### src/rtl/assert_macros.svh
// Assertion macros shared by the RTL files.
`ifndef ASSERT_MACROS_SVH
`define ASSERT_MACROS_SVH
`ifndef SYNTH
`define ASSERT_IMPLIES(label, clk, rst, a, b) \
  label: assert property (@(posedge clk) disable iff (rst) (a) |-> (b)) else $error("%m failed");
`define ASSERT_NEXT(label, clk, rst, a, b) \
  label: assert property (@(posedge clk) disable iff (rst) (a) |=> (b)) else $error("%m failed");
`else
`define ASSERT_IMPLIES(label, clk, rst, a, b)
`define ASSERT_NEXT(label, clk, rst, a, b)
`endif
`endif

### src/rtl/wppc_pkg.sv
// Types and constants shared by the waypoint follower.
package wppc_pkg;
  localparam int CordW = 30;
  localparam int ZW = 20;
  localparam logic signed [ZW-1:0] HalfPiQ16 = 20'sd102944;
  localparam logic signed [16:0] PiQ12 = 17'sd12868;

  localparam logic [0:0] OP_LOAD = 1'b0;
  localparam logic [0:0] OP_POSE = 1'b1;

  localparam logic [2:0] REG_STEER_GAIN = 3'd0;
  localparam logic [2:0] REG_SPEED_GAIN = 3'd1;
  localparam logic [2:0] REG_SPEED_LIMIT = 3'd2;
  localparam logic [2:0] REG_ADVANCE_RADIUS = 3'd3;
  localparam logic [2:0] REG_GOAL_RADIUS = 3'd4;
  localparam logic [2:0] REG_GOAL_X = 3'd5;
  localparam logic [2:0] REG_GOAL_Y = 3'd6;

  function automatic logic [ZW-1:0] atan_entry(input logic [3:0] i);
    case (i)
      4'd0: atan_entry = 20'd51472;
      4'd1: atan_entry = 20'd30386;
      4'd2: atan_entry = 20'd16055;
      4'd3: atan_entry = 20'd8150;
      4'd4: atan_entry = 20'd4091;
      4'd5: atan_entry = 20'd2047;
      4'd6: atan_entry = 20'd1024;
      4'd7: atan_entry = 20'd512;
      4'd8: atan_entry = 20'd256;
      4'd9: atan_entry = 20'd128;
      4'd10: atan_entry = 20'd64;
      4'd11: atan_entry = 20'd32;
      4'd12: atan_entry = 20'd16;
      4'd13: atan_entry = 20'd8;
      4'd14: atan_entry = 20'd4;
      default: atan_entry = 20'd2;
    endcase
  endfunction

  typedef enum logic [2:0] {
    CMD_NONE,
    CMD_GOAL,     // start goal distance
    CMD_WAYPOINT, // start waypoint distance on read data
    CMD_FINAL     // start final distance and bearing
  } cmd_code_t;

  typedef struct packed {
    cmd_code_t code;
    logic      latch_pose;
  } dp_cmd_t;

  typedef struct packed {
    logic busy;
    logic dist_below_goal;
    logic dist_below_adv;
  } dp_status_t;
endpackage

### src/rtl/wppc_datapath.sv
// Datapath: serial square root, serial CORDIC and output arithmetic.
module wppc_datapath import wppc_pkg::*; (
  input  logic               clk,
  input  logic               rst,
  input  dp_cmd_t            cmd,
  output dp_status_t         status,
  input  logic signed [15:0] pos_x,
  input  logic signed [15:0] pos_y,
  input  logic signed [14:0] heading,
  input  logic signed [15:0] goal_x,
  input  logic signed [15:0] goal_y,
  input  logic signed [15:0] wp_x,
  input  logic signed [15:0] wp_y,
  input  logic [15:0]        goal_radius,
  input  logic [15:0]        advance_radius,
  input  logic [11:0]        steer_gain,
  input  logic [11:0]        speed_gain,
  input  logic [15:0]        speed_limit,
  output logic [15:0]        speed,
  output logic signed [16:0] turn_rate
);
  typedef enum logic [2:0] {
    D_IDLE, D_SQ, D_SQRT, D_CORDIC, D_MUL, D_SAT
  } dstate_t;

  dstate_t            dstate;
  cmd_code_t          kind;
  logic signed [15:0] px, py;
  logic signed [14:0] hd;
  logic signed [16:0] dx, dy;
  logic [33:0]        sq_sum;
  logic [33:0]        rem;
  logic [17:0]        root;
  logic [4:0]         sq_cnt;
  logic signed [CordW-1:0] cx, cy;
  logic signed [ZW-1:0]    cz;
  logic [3:0]         ci;
  logic               cordic_done;
  logic [29:0]        spd_prod;
  logic signed [31:0] turn_prod;
  logic signed [16:0] bearing;
  logic signed [16:0] err;

  logic signed [16:0] dx_in, dy_in;
  logic signed [16:0] adx, ady;
  logic [35:0]        trial;
  logic [35:0]        rem_sh;
  logic signed [CordW-1:0] xs, ys;
  logic signed [ZW-1:0]    zr;
  logic signed [32:0]      trnd;

  always_comb begin
    dx_in = 17'sd0;
    dy_in = 17'sd0;
    case (cmd.code)
      CMD_GOAL: begin
        dx_in = 17'(goal_x) - 17'(px);
        dy_in = 17'(goal_y) - 17'(py);
      end
      default: begin
        dx_in = 17'(wp_x) - 17'(px);
        dy_in = 17'(wp_y) - 17'(py);
      end
    endcase
    adx = dx[16] ? -dx : dx;
    ady = dy[16] ? -dy : dy;
    // restoring square root: two radicand bits per step
    rem_sh = {rem, sq_sum[33:32]};
    trial = {16'd0, root, 2'b01};
    xs = cx >>> ci;
    ys = cy >>> ci;
    zr = (cz + 20'sd8) >>> 4;
    trnd = 33'(turn_prod) + 33'sd128;
  end

  always_ff @(posedge clk) begin
    if (rst) begin
      dstate <= D_IDLE;
      kind <= CMD_NONE;
    end else begin
      if (cmd.latch_pose) begin
        px <= pos_x;
        py <= pos_y;
        hd <= heading;
      end
      case (dstate)
        D_IDLE: begin
          if (cmd.code != CMD_NONE) begin
            kind <= cmd.code;
            dx <= dx_in;
            dy <= dy_in;
            dstate <= D_SQ;
          end
        end
        D_SQ: begin
          sq_sum <= 34'(adx * adx) + 34'(ady * ady);
          rem <= '0;
          root <= '0;
          sq_cnt <= '0;
          dstate <= D_SQRT;
        end
        D_SQRT: begin
          if (rem_sh >= trial) begin
            rem <= 34'(rem_sh - trial);
            root <= {root[16:0], 1'b1};
          end else begin
            rem <= rem_sh[33:0];
            root <= {root[16:0], 1'b0};
          end
          sq_sum <= {sq_sum[31:0], 2'b00};
          sq_cnt <= sq_cnt + 5'd1;
          if (sq_cnt == 5'd16) begin
            if (kind == CMD_FINAL) begin
              // prerotate into the right half plane
              ci <= '0;
              cordic_done <= (dx == 17'sd0) && (dy == 17'sd0);
              if (dx < 0) begin
                if (dy >= 0) begin
                  cx <= CordW'(dy) <<< 8;
                  cy <= -(CordW'(dx) <<< 8);
                  cz <= HalfPiQ16;
                end else begin
                  cx <= -(CordW'(dy) <<< 8);
                  cy <= CordW'(dx) <<< 8;
                  cz <= -HalfPiQ16;
                end
              end else begin
                cx <= CordW'(dx) <<< 8;
                cy <= CordW'(dy) <<< 8;
                cz <= '0;
              end
              dstate <= D_CORDIC;
            end else begin
              dstate <= D_IDLE;
            end
          end
        end
        D_CORDIC: begin
          if (!cordic_done) begin
            if (cy >= 0) begin
              cx <= cx + ys;
              cy <= cy - xs;
              cz <= cz + atan_entry(ci);
            end else begin
              cx <= cx - ys;
              cy <= cy + xs;
              cz <= cz - atan_entry(ci);
            end
          end
          ci <= ci + 4'd1;
          if (ci == 4'd15) begin
            dstate <= D_MUL;
          end
        end
        D_MUL: begin
          spd_prod <= 30'(root) * 30'(speed_gain);
          turn_prod <= $signed({1'b0, steer_gain}) * 32'(err);
          dstate <= D_SAT;
        end
        D_SAT: begin
          if (spd_prod[29:8] > 22'(speed_limit)) speed <= speed_limit;
          else speed <= spd_prod[23:8];
          if ((trnd >>> 8) > 33'sd65535) turn_rate <= 17'sd65535;
          else if ((trnd >>> 8) < -33'sd65536) turn_rate <= -17'sd65536;
          else turn_rate <= 17'(trnd >>> 8);
          dstate <= D_IDLE;
        end
        default: dstate <= D_IDLE;
      endcase
    end
  end

  always_comb begin
    if (cordic_done) bearing = '0;
    else if (zr > ZW'(PiQ12)) bearing = PiQ12;
    else if (zr < -ZW'(PiQ12)) bearing = -PiQ12;
    else bearing = 17'(zr);
    err = bearing - 17'(hd);
  end

  assign status.busy = (dstate != D_IDLE);
  assign status.dist_below_goal = (20'(root) < 20'(goal_radius));
  assign status.dist_below_adv = (20'(root) < 20'(advance_radius));

  `include "assert_macros.svh"
  `ASSERT_NEXT(a_start_busy, clk, rst, (dstate == D_IDLE) && (cmd.code != CMD_NONE), dstate == D_SQ)
  `ASSERT_NEXT(a_sq_to_sqrt, clk, rst, dstate == D_SQ, dstate == D_SQRT)
  `ASSERT_IMPLIES(a_cmd_idle, clk, rst, cmd.code != CMD_NONE, dstate == D_IDLE)
endmodule

### config.mk
export PLATFORM = sky130hd
export DESIGN_NAME = wppc_datapath
export DESIGN_NICKNAME = d
export VERILOG_FILES = /design/src/rtl/wppc_pkg.sv /design/src/rtl/wppc_datapath.sv
export VERILOG_INCLUDE_DIRS = /design/src /design/src/rtl
export SDC_FILE = /design/constraint.sdc
export NUM_CORES = 2
export LEC_CHECK = 0
export BUFFER_PORTS_ARGS = -buffer_cell sky130_fd_sc_hd__buf_4
export CAP_MARGIN = 25
export CORE_MARGIN = 4
export CORE_UTILIZATION = 35
export CTS_CLUSTER_DIAMETER = 80
export CTS_CLUSTER_SIZE = 40
export DETAILED_ROUTE_END_ITERATION = 10
export RECOVER_POWER = 25
export SETUP_SLACK_MARGIN = 0.5
export SYNTH_ARGS = -nofsm -noshare
export SYNTH_HDL_FRONTEND = slang
export SYNTH_SLANG_ARGS = --single-unit
### constraint.sdc
create_clock -name clk -period 10.1 [get_ports clk]
set_clock_uncertainty 0.15 [all_clocks]
set_input_delay 3.03 -clock clk [delete_from_list [all_inputs] [get_ports clk]]
set_output_delay 3.03 -clock clk [all_outputs]
set_load 0.01 [all_outputs]
==> run summary <==
Critical path class: reg2reg
Total of max-cap violations: 6
Final ANT Viol Nets: 0
Avg Cell Area, Syn: 9.44 um^2
Crit start category: register
CP max-delay cell: fa_1
Synthesis Warnings: 0
Die height: 423 um
Compound-gate portion of the synthesized area: 8.56%
Die Area: 179,000 um^2
Num Clock Sinks: 357
Failing checks: max-capacitance violations, max-slew violations
Wire length per cell: 18.1 um
Worst EP arrival: 10.02 ns
Max incr delay on CP: 0.56 ns
Tcrit/Tclk final: 97.0%
Nets: 8,346
CP dominant cell by count: fa_1
Adder-cell area share of the yosys netlist: 41.7%
Worst Path Required: 10.32 ns
FF-to-FF Start: dx[2]$_DFFE_PP_
Post-layout min period: 9.80 ns
Remaining global-route overflow: 0
Post-synthesis register bit count: 357
First-pass GRT wire length: 262 mm
Post-synthesis mux area share: 4.26%
Placeable core area: 171,000 um^2
Tot GR Track Use: 18.3%
Clock Latency Late Sink: 0.67 ns
Commonest non-fill, non-tap cells in the layout: 1,239 x inv_1, 934 x fa_1, 667 x nand2_1
Final Util: 40.2%
Leading cell type in the layout, fill and taps excluded: inv_1
RSZ-0062 raised after global routing: true
Via Count: 44,900
Cts bufs inserted: 43
Distinct cells, synth: 85
Netlist Area Pre-Place: 60,300 um^2
Kind of end point of the critical path: register
Register area share after synthesis: 17.4%
Area growth syn-to-layout: 14.4%
Synth Area in XOR/XNOR: 5.44%
Final setup viols: 0
Initial Utilization: 35.2%
CTS tree: yes
Max-slew headroom: -80.0%
Min-delay src: dstate[2]$_SDFFE_PP0P_
Initial antenna violation count: 2
Synth async-reset ratio: 0%
Synth Instances: 6,381
Cts-stage hold buffer count: 0
Synth Area in Simple Gates: 13.3%
Number of remaining DRC errors: 0
Die W: 423 um
Initial DRC Count: 2,767
Vias in the first global route: 47,200
Vias per Instance: 4.95
WL final: 164 mm
Largest net degree at the start of global routing: 82
Hold Violations, Final: 0
Layout cells sized above 1: 13.4%
Outcome: finished with violations
Path category of the worst min-delay check: reg2reg
EDFF count, synth: 335
Clk buf depth: 3
Min Hold Slack: 0.321 ns
CTS Root Cell: clkbuf_16
Setup crit start: dx[2]$_DFFE_PP_
Reg clk slew, reported paths: 0.08 ns
Rows: 152
Fmax achieved: 0.102 GHz
GPL Wtd Cong: 0.935
TNS Setup: 0 ns
Critical path peak fanout: 5
Port Buf Inserts: 224
R2R Setup Slk: 0.30 ns
TritonRoute pass-1 iters: 6
Combinational family with the most area after synthesis: adder cells
Fin. max-slew vios: 196
HPWL after DPL: 132 mm
Worst-Margin Slew: 2.70 ns
CTS H-tree depth: 2
I/O pin cnt: 225
Main synth FF type: edfxtp_1
## routing by layer
| layer | vias to the layer above | global-route usage, % | part of all wire (%) |
|---|---|---|---|
| met5 | - | 0 | 0 |
| met2 | 1132 | 31.0 | 48 |
| met3 | 254 | 3.04 | 5.8 |
| li1 | 21100 | - | - |
| met1 | 22400 | 23.9 | 43 |
| met4 | 0 | 6.17 | 3.8 |
## worst paths after layout
path / end / depth (start not counted)
max: sq_sum[31]$_DFFE_PP_ / 39
min reg2reg: dstate[1]$_SDFFE_PP0P_ / 1
min: dstate[1]$_SDFFE_PP0P_ / 1
max reg2reg: sq_sum[31]$_DFFE_PP_ / 39
## area by class of cell
type                            instances  area [um^2]
Tap cell                             2310         2890
Multi-Input combinational cell       4550        45300
Antenna cell                            1         2.50
Sequential cell                       357        10500
Timing Repair Buffer                  497         3800
Clock buffer                           46         1130
Clock inverter                         34          541
Inverter                             1271         4790
Fill cell                           16800       102000
## metrics by stage
| step | setup slack (ns) | cells | cell area (um^2) |
|---|---|---|---|
| after floorplan | 0.402 | 6393 | 60500 |
| after global placement | 0.127 | 8848 | 65400 |
| after detailed placement | -0.0670 | 8848 | 65400 |
| after CTS | 0.415 | 9035 | 68300 |
| after global routing | -0.0721 | 9065 | 68900 |
| final | 0.300 | 9066 | 68900 |
## kinds of logic (layout without fill, tap and decap cells)
group           count (synthesis)  in the layout
buf+inv                      1486           1848
simple gates                 1721           1721
xor+xnor                      374            374
other cells                     2             15
fa+ha+maj                    1437           1437
flops                         357            357
compound gates                837            837
mux                           167            167
## synth_stat cells (all sizes together), types with 55 or more instances
master	number	share of area (%)
a21oi	232	1.9
mux4	62	2.4
o21ai	247	2.1
nor3	88	0.73
and2	193	2.0
inv	1255	7.8
nor2	397	2.5
fa	953	32
xnor2	247	3.6
clkbuf	184	1.1
mux2	68	1.3
xor2	127	1.8
nand2	674	4.2
nand2b	55	0.57
nand3	73	0.61
nor2b	56	0.58
edfxtp	335	17
a21o	87	1.1
ha	484	10
## worst max-delay path: cells and delay by family (launching register included)
family / cells / cell delay (ns)
DFF: 1 / 0.41
and+or+nand+nor: 12 / 2.57
buffers and inverters: 9 / 0.75
AOI/OAI and AO/OA: 7 / 1.01
xor gates and xnor gates: 2 / 0.33
adders and majority gates: 9 / 4.26
## sequential cells by signal, summed over array words and instances (netlist names), 3 cells and up, named ones only
register / count
ci: 4
cx: 30
cy: 30
cz: 20
dstate: 3
dx: 17
dy: 17
hd: 15
kind: 3
px: 16
py: 16
rem: 34
root: 18
spd_prod: 22
speed: 16
sq_cnt: 5
sq_sum: 34
turn_prod: 23
turn_rate: 17
## repair_timing
action	in CTS	in global routing
pin swaps	95	72
buffers inserted	106	28
cloned	1	1
setup endpoints to repair	21	32
gates resized for setup	114	97
Power is left out: the tool's default activity adds up to more than one toggle a clock period on the data nets, which glitch-free logic cannot reach.
